===== config.mk =====
export PLATFORM = sky130hd
export DESIGN_NAME = playfair_digraph_encrypt_core_flat
export DESIGN_NICKNAME = d
export VERILOG_FILES = /design/src/design/pfe_pkg.sv /design/src/design/pfe_if.sv /design/src/design/pfe_front.sv /design/src/design/pfe_encrypt.sv /design/src/design/playfair_digraph_encrypt_core.sv /design/src/flat_wrapper.sv
export SDC_FILE = /design/constraint.sdc
export NUM_CORES = 1
export LEC_CHECK = 0
export BUFFER_PORTS_ARGS = -buffer_cell sky130_fd_sc_hd__buf_2
export CAP_MARGIN = 10
export CORE_AREA = 2 2 273 194
export DETAILED_ROUTE_END_ITERATION = 8
export DIE_AREA = 0 0 275 196
export GPL_ROUTABILITY_DRIVEN = 1
export HOLD_SLACK_MARGIN = 0.1
export SYNTH_ARGS = -nofsm -noshare
export SYNTH_HDL_FRONTEND = slang
export SYNTH_SLANG_ARGS = --single-unit
export TNS_END_PERCENT = 30

===== constraint.sdc =====
create_clock -name clock -period 6.4 [get_ports clock]
set_input_delay 1.6 -clock clock [delete_from_list [all_inputs] [get_ports clock]]
set_output_delay 1.6 -clock clock [all_outputs]
set_load 0.005 [all_outputs]

===== src/design/pfe_pkg.sv =====
package pfe_pkg;

   localparam int CHAR_WIDTH     = 8;
   localparam int OUT_CHAR_WIDTH = 7;
   localparam int CODE_WIDTH     = 5;
   localparam int KEY_SIDE       = 5;
   localparam int IDX_WIDTH      = 3;
   localparam int CSR_DATA_WIDTH = 50;
   localparam int CSR_IDX_WIDTH  = 2;
   localparam int ROW_PAIR_WIDTH = 50;
   localparam int ROW_ONE_WIDTH  = 25;

   localparam logic [CODE_WIDTH-1:0] CODE_I = 5'd8;
   localparam logic [CODE_WIDTH-1:0] CODE_J = 5'd9;
   localparam logic [CODE_WIDTH-1:0] CODE_Z = 5'd25;

   localparam logic [CHAR_WIDTH-1:0] ASCII_UPPER_LO = 8'd64;
   localparam logic [CHAR_WIDTH-1:0] ASCII_UPPER_HI = 8'd91;
   localparam logic [CHAR_WIDTH-1:0] ASCII_CASE_GAP = 8'd32;
   localparam logic [CHAR_WIDTH-1:0] ASCII_LOWER_A  = 8'd97;
   localparam logic [CHAR_WIDTH-1:0] ASCII_LOWER_Z  = 8'd122;

   typedef enum logic [CSR_IDX_WIDTH-1:0] {
      CSR_KEY_ROWS_ZERO_ONE  = 2'd0,
      CSR_KEY_ROWS_TWO_THREE = 2'd1,
      CSR_KEY_ROW_FOUR       = 2'd2
   } csr_index_type;

   typedef logic [CODE_WIDTH-1:0] code_type;
   typedef logic [KEY_SIDE-1:0][KEY_SIDE-1:0][CODE_WIDTH-1:0] key_table_type;

   typedef struct packed {
      logic [IDX_WIDTH-1:0] row;
      logic [IDX_WIDTH-1:0] col;
   } pos_type;

   typedef struct packed {
      code_type first;
      code_type second;
      logic     last;
   } pair_type;

   // Later table entries win on duplicates; a missing letter lands at row 0, column 0.
   function automatic pos_type find_pos(key_table_type tbl, code_type code);
      pos_type pos;
      pos = '0;
      for (int r = 0; r < KEY_SIDE; r++) begin
         for (int c = 0; c < KEY_SIDE; c++) begin
            if (tbl[r][c] == code) begin
               pos.row = IDX_WIDTH'(r);
               pos.col = IDX_WIDTH'(c);
            end
         end
      end
      return pos;
   endfunction

   function automatic logic [IDX_WIDTH-1:0] wrap_inc(logic [IDX_WIDTH-1:0] v);
      logic [IDX_WIDTH-1:0] nxt;
      if (v == IDX_WIDTH'(KEY_SIDE - 1)) begin
         nxt = '0;
      end else begin
         nxt = v + 1'b1;
      end
      return nxt;
   endfunction

   function automatic logic [OUT_CHAR_WIDTH-1:0] code_to_char(code_type code);
      code_type clip;
      clip = (code > CODE_Z) ? CODE_Z : code;
      return ASCII_LOWER_A[OUT_CHAR_WIDTH-1:0] + {{(OUT_CHAR_WIDTH-CODE_WIDTH){1'b0}}, clip};
   endfunction

endpackage


===== src/design/pfe_if.sv =====
interface pfe_req_if import pfe_pkg::*; ();
   logic                  valid;
   logic                  ready;
   logic [CHAR_WIDTH-1:0] in_char;
   logic                  in_last;

   modport source (output valid, in_char, in_last, input ready);
   modport sink   (input valid, in_char, in_last, output ready);
endinterface

interface pfe_rsp_if import pfe_pkg::*; ();
   logic                      valid;
   logic                      ready;
   logic [OUT_CHAR_WIDTH-1:0] out_char;
   logic                      out_last;

   modport source (output valid, out_char, out_last, input ready);
   modport sink   (input valid, out_char, out_last, output ready);
endinterface


===== src/design/pfe_front.sv =====
module pfe_front import pfe_pkg::*; (
   input  logic     clock,
   input  logic     reset,
   pfe_req_if.sink  req_chan,
   input  logic     pair_ready,
   output logic     pair_valid,
   output pair_type pair_data
);

   logic     pending_valid_ff, pending_valid_in;
   code_type pending_letter_ff, pending_letter_in;
   logic     pair_valid_ff, pair_valid_in;
   pair_type pair_ff, pair_in;

   logic [CHAR_WIDTH-1:0] folded;
   logic                  is_letter;
   code_type              code;
   logic                  accept;

   assign req_chan.ready = !pair_valid_ff || pair_ready;
   assign accept         = req_chan.valid && req_chan.ready;
   assign pair_valid     = pair_valid_ff;
   assign pair_data      = pair_ff;

   always_comb begin
      folded = req_chan.in_char;
      if (req_chan.in_char > ASCII_UPPER_LO && req_chan.in_char < ASCII_UPPER_HI) begin
         folded = req_chan.in_char + ASCII_CASE_GAP;
      end
      is_letter = (folded >= ASCII_LOWER_A) && (folded <= ASCII_LOWER_Z);
      code      = CODE_WIDTH'(folded - ASCII_LOWER_A);
      if (code == CODE_J) begin
         code = CODE_I;
      end
   end

   always_comb begin
      pending_valid_in  = pending_valid_ff;
      pending_letter_in = pending_letter_ff;
      pair_valid_in     = pair_valid_ff && !pair_ready;
      pair_in           = pair_ff;
      if (accept) begin
         if (is_letter && pending_valid_ff) begin
            pair_valid_in    = 1'b1;
            pair_in          = '{first: pending_letter_ff, second: code,
                                 last: req_chan.in_last};
            pending_valid_in = 1'b0;
         end else if (is_letter && !req_chan.in_last) begin
            pending_valid_in  = 1'b1;
            pending_letter_in = code;
         end else if (is_letter) begin
            pair_valid_in = 1'b1;
            pair_in       = '{first: code, second: CODE_Z, last: 1'b1};
         end else if (req_chan.in_last && pending_valid_ff) begin
            // pad the odd letter at end of message
            pair_valid_in    = 1'b1;
            pair_in          = '{first: pending_letter_ff, second: CODE_Z, last: 1'b1};
            pending_valid_in = 1'b0;
         end
      end
   end

   always_ff @(posedge clock) begin
      if (reset) begin
         pending_valid_ff  <= 1'b0;
         pending_letter_ff <= '0;
         pair_valid_ff     <= 1'b0;
      end else begin
         pending_valid_ff  <= pending_valid_in;
         pending_letter_ff <= pending_letter_in;
         pair_valid_ff     <= pair_valid_in;
      end
   end

   always_ff @(posedge clock) begin
      pair_ff <= pair_in;
   end

endmodule


===== src/design/pfe_encrypt.sv =====
module pfe_encrypt import pfe_pkg::*; (
   input  logic          clock,
   input  logic          reset,
   input  key_table_type key_table,
   input  logic          pair_valid,
   input  pair_type      pair_data,
   output logic          pair_ready,
   pfe_rsp_if.source     rsp_chan
);

   logic                      out_valid_ff, out_valid_in;
   logic                      second_ff, second_in;
   logic [OUT_CHAR_WIDTH-1:0] char_a_ff, char_a_in;
   logic [OUT_CHAR_WIDTH-1:0] char_b_ff, char_b_in;
   logic                      last_ff, last_in;

   pos_type pa, pb, ea, eb;
   logic    load;
   logic    rsp_accept;

   assign rsp_accept = rsp_chan.valid && rsp_chan.ready;
   assign pair_ready = !out_valid_ff || (second_ff && rsp_chan.ready);
   assign load       = pair_valid && pair_ready;

   assign rsp_chan.valid    = out_valid_ff;
   assign rsp_chan.out_char = second_ff ? char_b_ff : char_a_ff;
   assign rsp_chan.out_last = second_ff && last_ff;

   always_comb begin
      pa = find_pos(key_table, pair_data.first);
      pb = find_pos(key_table, pair_data.second);
      if (pa.row == pb.row) begin
         ea = '{row: pa.row, col: wrap_inc(pa.col)};
         eb = '{row: pb.row, col: wrap_inc(pb.col)};
      end else if (pa.col == pb.col) begin
         ea = '{row: wrap_inc(pa.row), col: pa.col};
         eb = '{row: wrap_inc(pb.row), col: pb.col};
      end else begin
         ea = '{row: pa.row, col: pb.col};
         eb = '{row: pb.row, col: pa.col};
      end
      char_a_in = code_to_char(key_table[ea.row][ea.col]);
      char_b_in = code_to_char(key_table[eb.row][eb.col]);
      last_in   = pair_data.last;
   end

   always_comb begin
      out_valid_in = out_valid_ff;
      second_in    = second_ff;
      if (load) begin
         out_valid_in = 1'b1;
         second_in    = 1'b0;
      end else if (rsp_accept) begin
         // first letter taken: advance to second; second taken: drop the pair
         out_valid_in = !second_ff;
         second_in    = !second_ff;
      end
   end

   always_ff @(posedge clock) begin
      if (reset) begin
         out_valid_ff <= 1'b0;
         second_ff    <= 1'b0;
      end else begin
         out_valid_ff <= out_valid_in;
         second_ff    <= second_in;
      end
   end

   always_ff @(posedge clock) begin
      if (load) begin
         char_a_ff <= char_a_in;
         char_b_ff <= char_b_in;
         last_ff   <= last_in;
      end
   end

endmodule


===== src/design/playfair_digraph_encrypt_core.sv =====
// Playfair encryptor over a 5x5 key table loaded through the csr_ port. One plaintext
// character is taken per cycle unless a waiting pair stalls the input; letters are case
// folded, j maps to i, everything else is dropped, and each completed pair (or an odd
// last letter padded with z) yields two ciphertext letters, the second carrying
// out_last at end of message. A pair goes through one register stage for pairing and
// one for table lookup, so the first letter of a pair passes the pairing register and
// then the lookup register before it shows on rsp_chan. The output stage hands out
// the two letters of a pair one after the other and can load the next pair as its
// second letter is taken; a burst of pairs (many one-letter messages) is held back by
// that output stage, which then stalls the input. The key table must be written
// while no request is in flight.
module playfair_digraph_encrypt_core import pfe_pkg::*; (
   input  logic                      clock,
   input  logic                      reset,
   pfe_req_if.sink                   req_chan,
   pfe_rsp_if.source                 rsp_chan,
   input  logic                      csr_write_enable,
   input  logic [CSR_IDX_WIDTH-1:0]  csr_index,
   input  logic [CSR_DATA_WIDTH-1:0] csr_data
);

   logic [ROW_PAIR_WIDTH-1:0] key_rows_zero_one_ff, key_rows_zero_one_in;
   logic [ROW_PAIR_WIDTH-1:0] key_rows_two_three_ff, key_rows_two_three_in;
   logic [ROW_ONE_WIDTH-1:0]  key_row_four_ff, key_row_four_in;

   key_table_type key_table;
   logic          pair_valid;
   logic          pair_ready;
   pair_type      pair_data;

   always_comb begin
      key_rows_zero_one_in  = key_rows_zero_one_ff;
      key_rows_two_three_in = key_rows_two_three_ff;
      key_row_four_in       = key_row_four_ff;
      if (csr_write_enable) begin
         case (csr_index)
            CSR_KEY_ROWS_ZERO_ONE:  key_rows_zero_one_in  = csr_data[ROW_PAIR_WIDTH-1:0];
            CSR_KEY_ROWS_TWO_THREE: key_rows_two_three_in = csr_data[ROW_PAIR_WIDTH-1:0];
            CSR_KEY_ROW_FOUR:       key_row_four_in       = csr_data[ROW_ONE_WIDTH-1:0];
            default: begin
            end
         endcase
      end
   end

   always_ff @(posedge clock) begin
      if (reset) begin
         key_rows_zero_one_ff  <= '0;
         key_rows_two_three_ff <= '0;
         key_row_four_ff       <= '0;
      end else begin
         key_rows_zero_one_ff  <= key_rows_zero_one_in;
         key_rows_two_three_ff <= key_rows_two_three_in;
         key_row_four_ff       <= key_row_four_in;
      end
   end

   always_comb begin
      for (int c = 0; c < KEY_SIDE; c++) begin
         key_table[0][c] = key_rows_zero_one_ff[c*CODE_WIDTH +: CODE_WIDTH];
         key_table[1][c] = key_rows_zero_one_ff[(KEY_SIDE+c)*CODE_WIDTH +: CODE_WIDTH];
         key_table[2][c] = key_rows_two_three_ff[c*CODE_WIDTH +: CODE_WIDTH];
         key_table[3][c] = key_rows_two_three_ff[(KEY_SIDE+c)*CODE_WIDTH +: CODE_WIDTH];
         key_table[4][c] = key_row_four_ff[c*CODE_WIDTH +: CODE_WIDTH];
      end
   end

   pfe_front u_front (
      .clock      (clock),
      .reset      (reset),
      .req_chan   (req_chan),
      .pair_ready (pair_ready),
      .pair_valid (pair_valid),
      .pair_data  (pair_data)
   );

   pfe_encrypt u_encrypt (
      .clock      (clock),
      .reset      (reset),
      .key_table  (key_table),
      .pair_valid (pair_valid),
      .pair_data  (pair_data),
      .pair_ready (pair_ready),
      .rsp_chan   (rsp_chan)
   );

endmodule


===== src/flat_wrapper.sv =====
// flat-port wrapper written by rule: the top's interface ports become plain ports
module playfair_digraph_encrypt_core_flat import pfe_pkg::*;
  (clock, reset, csr_write_enable, csr_index, csr_data, req_chan_valid, req_chan_in_char, req_chan_in_last, req_chan_ready, rsp_chan_valid, rsp_chan_out_char, rsp_chan_out_last, rsp_chan_ready);
  pfe_req_if req_chan_i ();
  pfe_rsp_if rsp_chan_i ();
  input  logic clock;
  input  logic reset;
  input  logic csr_write_enable;
  input  logic [CSR_IDX_WIDTH-1:0] csr_index;
  input  logic [CSR_DATA_WIDTH-1:0] csr_data;
  input wire logic [$bits(req_chan_i.valid)-1:0] req_chan_valid;
  input wire logic [$bits(req_chan_i.in_char)-1:0] req_chan_in_char;
  input wire logic [$bits(req_chan_i.in_last)-1:0] req_chan_in_last;
  output wire logic [$bits(req_chan_i.ready)-1:0] req_chan_ready;
  output wire logic [$bits(rsp_chan_i.valid)-1:0] rsp_chan_valid;
  output wire logic [$bits(rsp_chan_i.out_char)-1:0] rsp_chan_out_char;
  output wire logic [$bits(rsp_chan_i.out_last)-1:0] rsp_chan_out_last;
  input wire logic [$bits(rsp_chan_i.ready)-1:0] rsp_chan_ready;
  assign req_chan_i.valid = req_chan_valid;
  assign req_chan_i.in_char = req_chan_in_char;
  assign req_chan_i.in_last = req_chan_in_last;
  assign req_chan_ready = req_chan_i.ready;
  assign rsp_chan_valid = rsp_chan_i.valid;
  assign rsp_chan_out_char = rsp_chan_i.out_char;
  assign rsp_chan_out_last = rsp_chan_i.out_last;
  assign rsp_chan_i.ready = rsp_chan_ready;
  playfair_digraph_encrypt_core u_core (.clock(clock), .reset(reset), .req_chan(req_chan_i), .rsp_chan(rsp_chan_i), .csr_write_enable(csr_write_enable), .csr_index(csr_index), .csr_data(csr_data));
endmodule

==> impl_metrics.py <==
metrics = {
    "setup_path": {
        "cp_top_family": "compound AO/OA/AOI/OAI gates",
        "worstPathArrival_ns": 6.39,
        "worstPathMaxFanout": 13,
        "r2r_cells": 20,
        "critPathKind": "reg -> reg",
        "path_depth": 20,
        "crit_required_ns": 6.60,
        "critPathLaunchType": "flip-flop",
        "slowest_stage": "edfxtp_1",
        "cp_slowest_stage_delay_ns": 0.67,
        "critical_path.cell_chain": "buf_4 > xor2_1 > nor3_1 > nand3_1 > nand2_1 > or3b_1 > a21oi_2 > xor2_2 > o211ai_1 > buf_4 > or4_4 > a22oi_4 > a2111oi_0 > a311oi_1 > o21ba_1 > nor2_1 > and2_1 > ha_1 > nand3b_1 > o211ai_1",
        "critPathBufInv": 2,
        "cp-end-kind": "flip-flop",
    },
    "logic_synthesis": {
        "yosysMostFrequentCell": "nand2_1",
        "synth_cell_types": 104,
        "async_flop_share_pct": 0,
        "synthesis.area_sq_um": 12750,
        "syn_inst": 1613,
        "yosysTopAreaCell": "dfxtp_1",
        "seq_area_frac_synth_pct": 27.17,
        "synth_ff_type": "dfxtp_1",
        "post_synth_main_area_contributors": "dfxtp_1 21%, xor2_1 9.3%, nand2_1 9.1%, xnor2_1 7.6%, a21oi_1 6.5%",
        "synthTopCellsByCount": "308 x nand2_1, 166 x a21oi_1, 136 x xor2_1",
        "synth-seq-cells": 160,
        "synth_top_area_share_pct": 21.04,
        "synth_edf_count": 26,
        "syn_area_per_cell_sq_um": 7.903,
        "ys_warn_count": 0,
    },
    "power_and_ir_drop": {
        "power_frac_comb_pct": 33.5,
        "ir_drop_mv": 0.1939,
        "power.density_nw_per_um2": 216.8,
        "leakage_nw": 6.013,
        "clockPowerShare_pct": 32.4,
        "seqPwrFrac_pct": 34.1,
        "intPower_mw": 1.990,
        "p_sw_mw": 1.297,
        "sw_frac_of_total_pct": 39.46,
    },
    "timing": {
        "holdWs_ns": 0.4343,
        "fmax_mhz": 161.6,
        "finalClockSkew_ns": 0.01241,
        "final_max_slew_viol_count": 0,
        "timing.final.hold_violations": 0,
        "min_period_over_period_pct": 96.70,
        "fin_tns_setup_ns": 0,
        "setup_viol": 0,
        "slew_headroom_pct": 24.36,
        "tightest_slew_ns": 1.135,
        "period_minus_slack_ns": 6.189,
        "rsz0062_at_grt": "false",
    },
    "hold_path": {
        "min_path_cells": 0,
        "hold_class": "reg -> reg",
    },
    "place": {
        "numPortBuffers": 75,
        "dpl.hpwl_mm": 48.77,
        "place.gp.congestion": 1.040,
    },
    "global_routing": {
        "grt_pass1_wl_mm": 87.28,
        "grt_usage_pct": 22.36,
        "grt_max_degree": 97,
        "grt_pass1_vias": 12050,
        "use_met2_pct": 30.29,
        "grt.busiest_layer": "met1",
        "antenna_found_initial": 2,
        "grt_overflow": 0,
        "globalRouteMet1Util_pct": 34.44,
        "grtUsageMet3_pct": 5.887,
    },
    "floorplan": {
        "initial_utilization_pct": 24.75,
        "core.rowCount": 70,
        "dieArea_sq_um": 53900,
        "dieWidth_microns": 275,
        "fp.dieH_microns": 196,
        "num_io_pins": 76,
        "design.core.area_sq_um": 51500,
    },
    "clock_tree": {
        "cts_tree": "yes",
        "cts-root-buf": "clkbuf_16",
        "clkSlewWorstSetupHoldPaths_ns": 0.08,
        "clockBufferDepth": 2,
        "cts_num_sinks": 160,
        "numCtsBuffers": 17,
        "insertion_delay_ns": 0.46,
        "h-tree-depth": 4,
    },
    "layout": {
        "drive_gt1_share_pct": 19.06,
        "nets": 1815,
        "final_core_util_pct": 29.45,
        "antenna_cells": 0,
        "syn2layout_area_growth_pct": 18.98,
    },
    "detailed_routing": {
        "ant_nets": 0,
        "routed_wl_mm": 61.33,
        "first_iter_violations": 1597,
        "num_vias": 13120,
        "drc": 0,
        "dr.pass1.iters": 8,
        "via_per_inst": 5.397,
        "drt-wirelength-per-cell_microns": 25.23,
    },
    "outcome": {
        "outcome": "complete, no violations",
    },
    "flow_run": {
        "max_cap_viol_count": 0,
    },
}
[path summary, 6_finish.rpt]
path | from | endpoint | slack, ns
setup / recovery | u_core.u_front.pair_data[3] | u_core.u_encrypt.char_b_ff[4] | 0.21
hold / removal | u_core.u_front.pair_data[0] | u_core.u_encrypt.last_ff | 0.43
setup reg to reg | u_core.u_front.pair_data[3] | u_core.u_encrypt.char_b_ff[4] | 0.21
hold reg to reg | u_core.u_front.pair_data[0] | u_core.u_encrypt.last_ff | 0.43
[logic make-up after synthesis]
logic type,synth area share (%)
AOI/OAI and AO/OA,17.68
muxes,9.079
adders and majority gates,1.551
and+or+nand+nor,22.07
xor gates and xnor gates,17.03
DFF,27.17
buffers and inverters,5.389
other,0.02942
[state kept, by name (all words and copies together), names as in the netlist]
name / cells
u_core.key_rows_zero_one_ff: 50
u_core.u_front.pending_letter_ff: 5
u_core.key_row_four_ff: 25
u_core.u_encrypt.last_ff: 1
u_core.u_encrypt.char_a_ff: 7
u_core.u_encrypt.rsp_chan.valid: 1
u_core.u_front.pending_valid_ff: 1
u_core.key_rows_two_three_ff: 50
u_core.u_front.pair_valid: 1
u_core.u_encrypt.second_ff: 1
u_core.u_encrypt.char_b_ff: 7
u_core.u_front.pair_data: 11
[stage by stage]
stage	setup slack [ns]	instance area [sq um]	instances	power [mW]
2_1_floorplan	1.379	12760	1616	1.782
3_3_place_gp	0.2333	14320	2377	2.195
3_5_place_dp	0.2950	14320	2377	2.196
4_1_cts	0.2491	14930	2409	3.261
5_1_grt	0.01059	15170	2431	3.400
6_report	0.2114	15170	2431	3.288
[layer usage]
layer  part of all wire, %  vias up
met5                 0.042        -
met4                   1.9        4
met3                    10       75
met2                    39      625
met1                    48     6515
li1                      -     5901
[power by group through the flow]
stage / logic, mW / clock network [mW] / registers [mW]
detailed placement: 1.05 / 0 / 1.14
global route: 1.16 / 1.12 / 1.12
CTS: 1.06 / 1.08 / 1.12
global placement: 1.05 / 0 / 1.14
finish: 1.10 / 1.07 / 1.12
floorplan: 0.673 / 0 / 1.11
[layout make-up]
type,count,area [sq um]
multi-input cells,1322,8635
repair buffers,209,1509
well taps,684,855.8
clock inverters,15,188.9
fillers,5564,36330
flip-flops and latches,160,3463
clock buffers,17,425.4
inverters,24,90.09
[repair_timing]
action / 4_1_cts / 5_1_grt
setup buffers: 0 / 22
setup endpoints to repair: 0 / 7
gates resized for setup: 0 / 4
hold buffers: 0 / 0
[cells in the final DEF (no fill, tap or decap), types with 5 or more instances in the layout]
master     count
nor2b_1        7
xor2_1       136
clkinv_8       5
inv_8          6
nand2b_1       7
a31oi_1       11
o21a_1         5
dfxtp_1      134
a221oi_1       6
nand3_1       87
a2111oi_0      7
buf_12        10
a311oi_1       7
edfxtp_1      26
nand2_1      308
buf_2         74
or2_2          6
clkbuf_16     17
o2111ai_1      5
ha_1          15
xnor2_1      110
o22ai_1        7
a222oi_1       5
o21ai_0       34
a211oi_1      13
nor2_1        50
nand4_1       11
a22oi_1        6
inv_1         23
nand3b_1       5
a21oi_1      164
and3_1        12
and2_1        14
buf_4        125
mux2i_1       59
o211ai_1      10
mux2_2        42
nor3_1        57
Note: power is estimated with default switching activity, not from simulation.
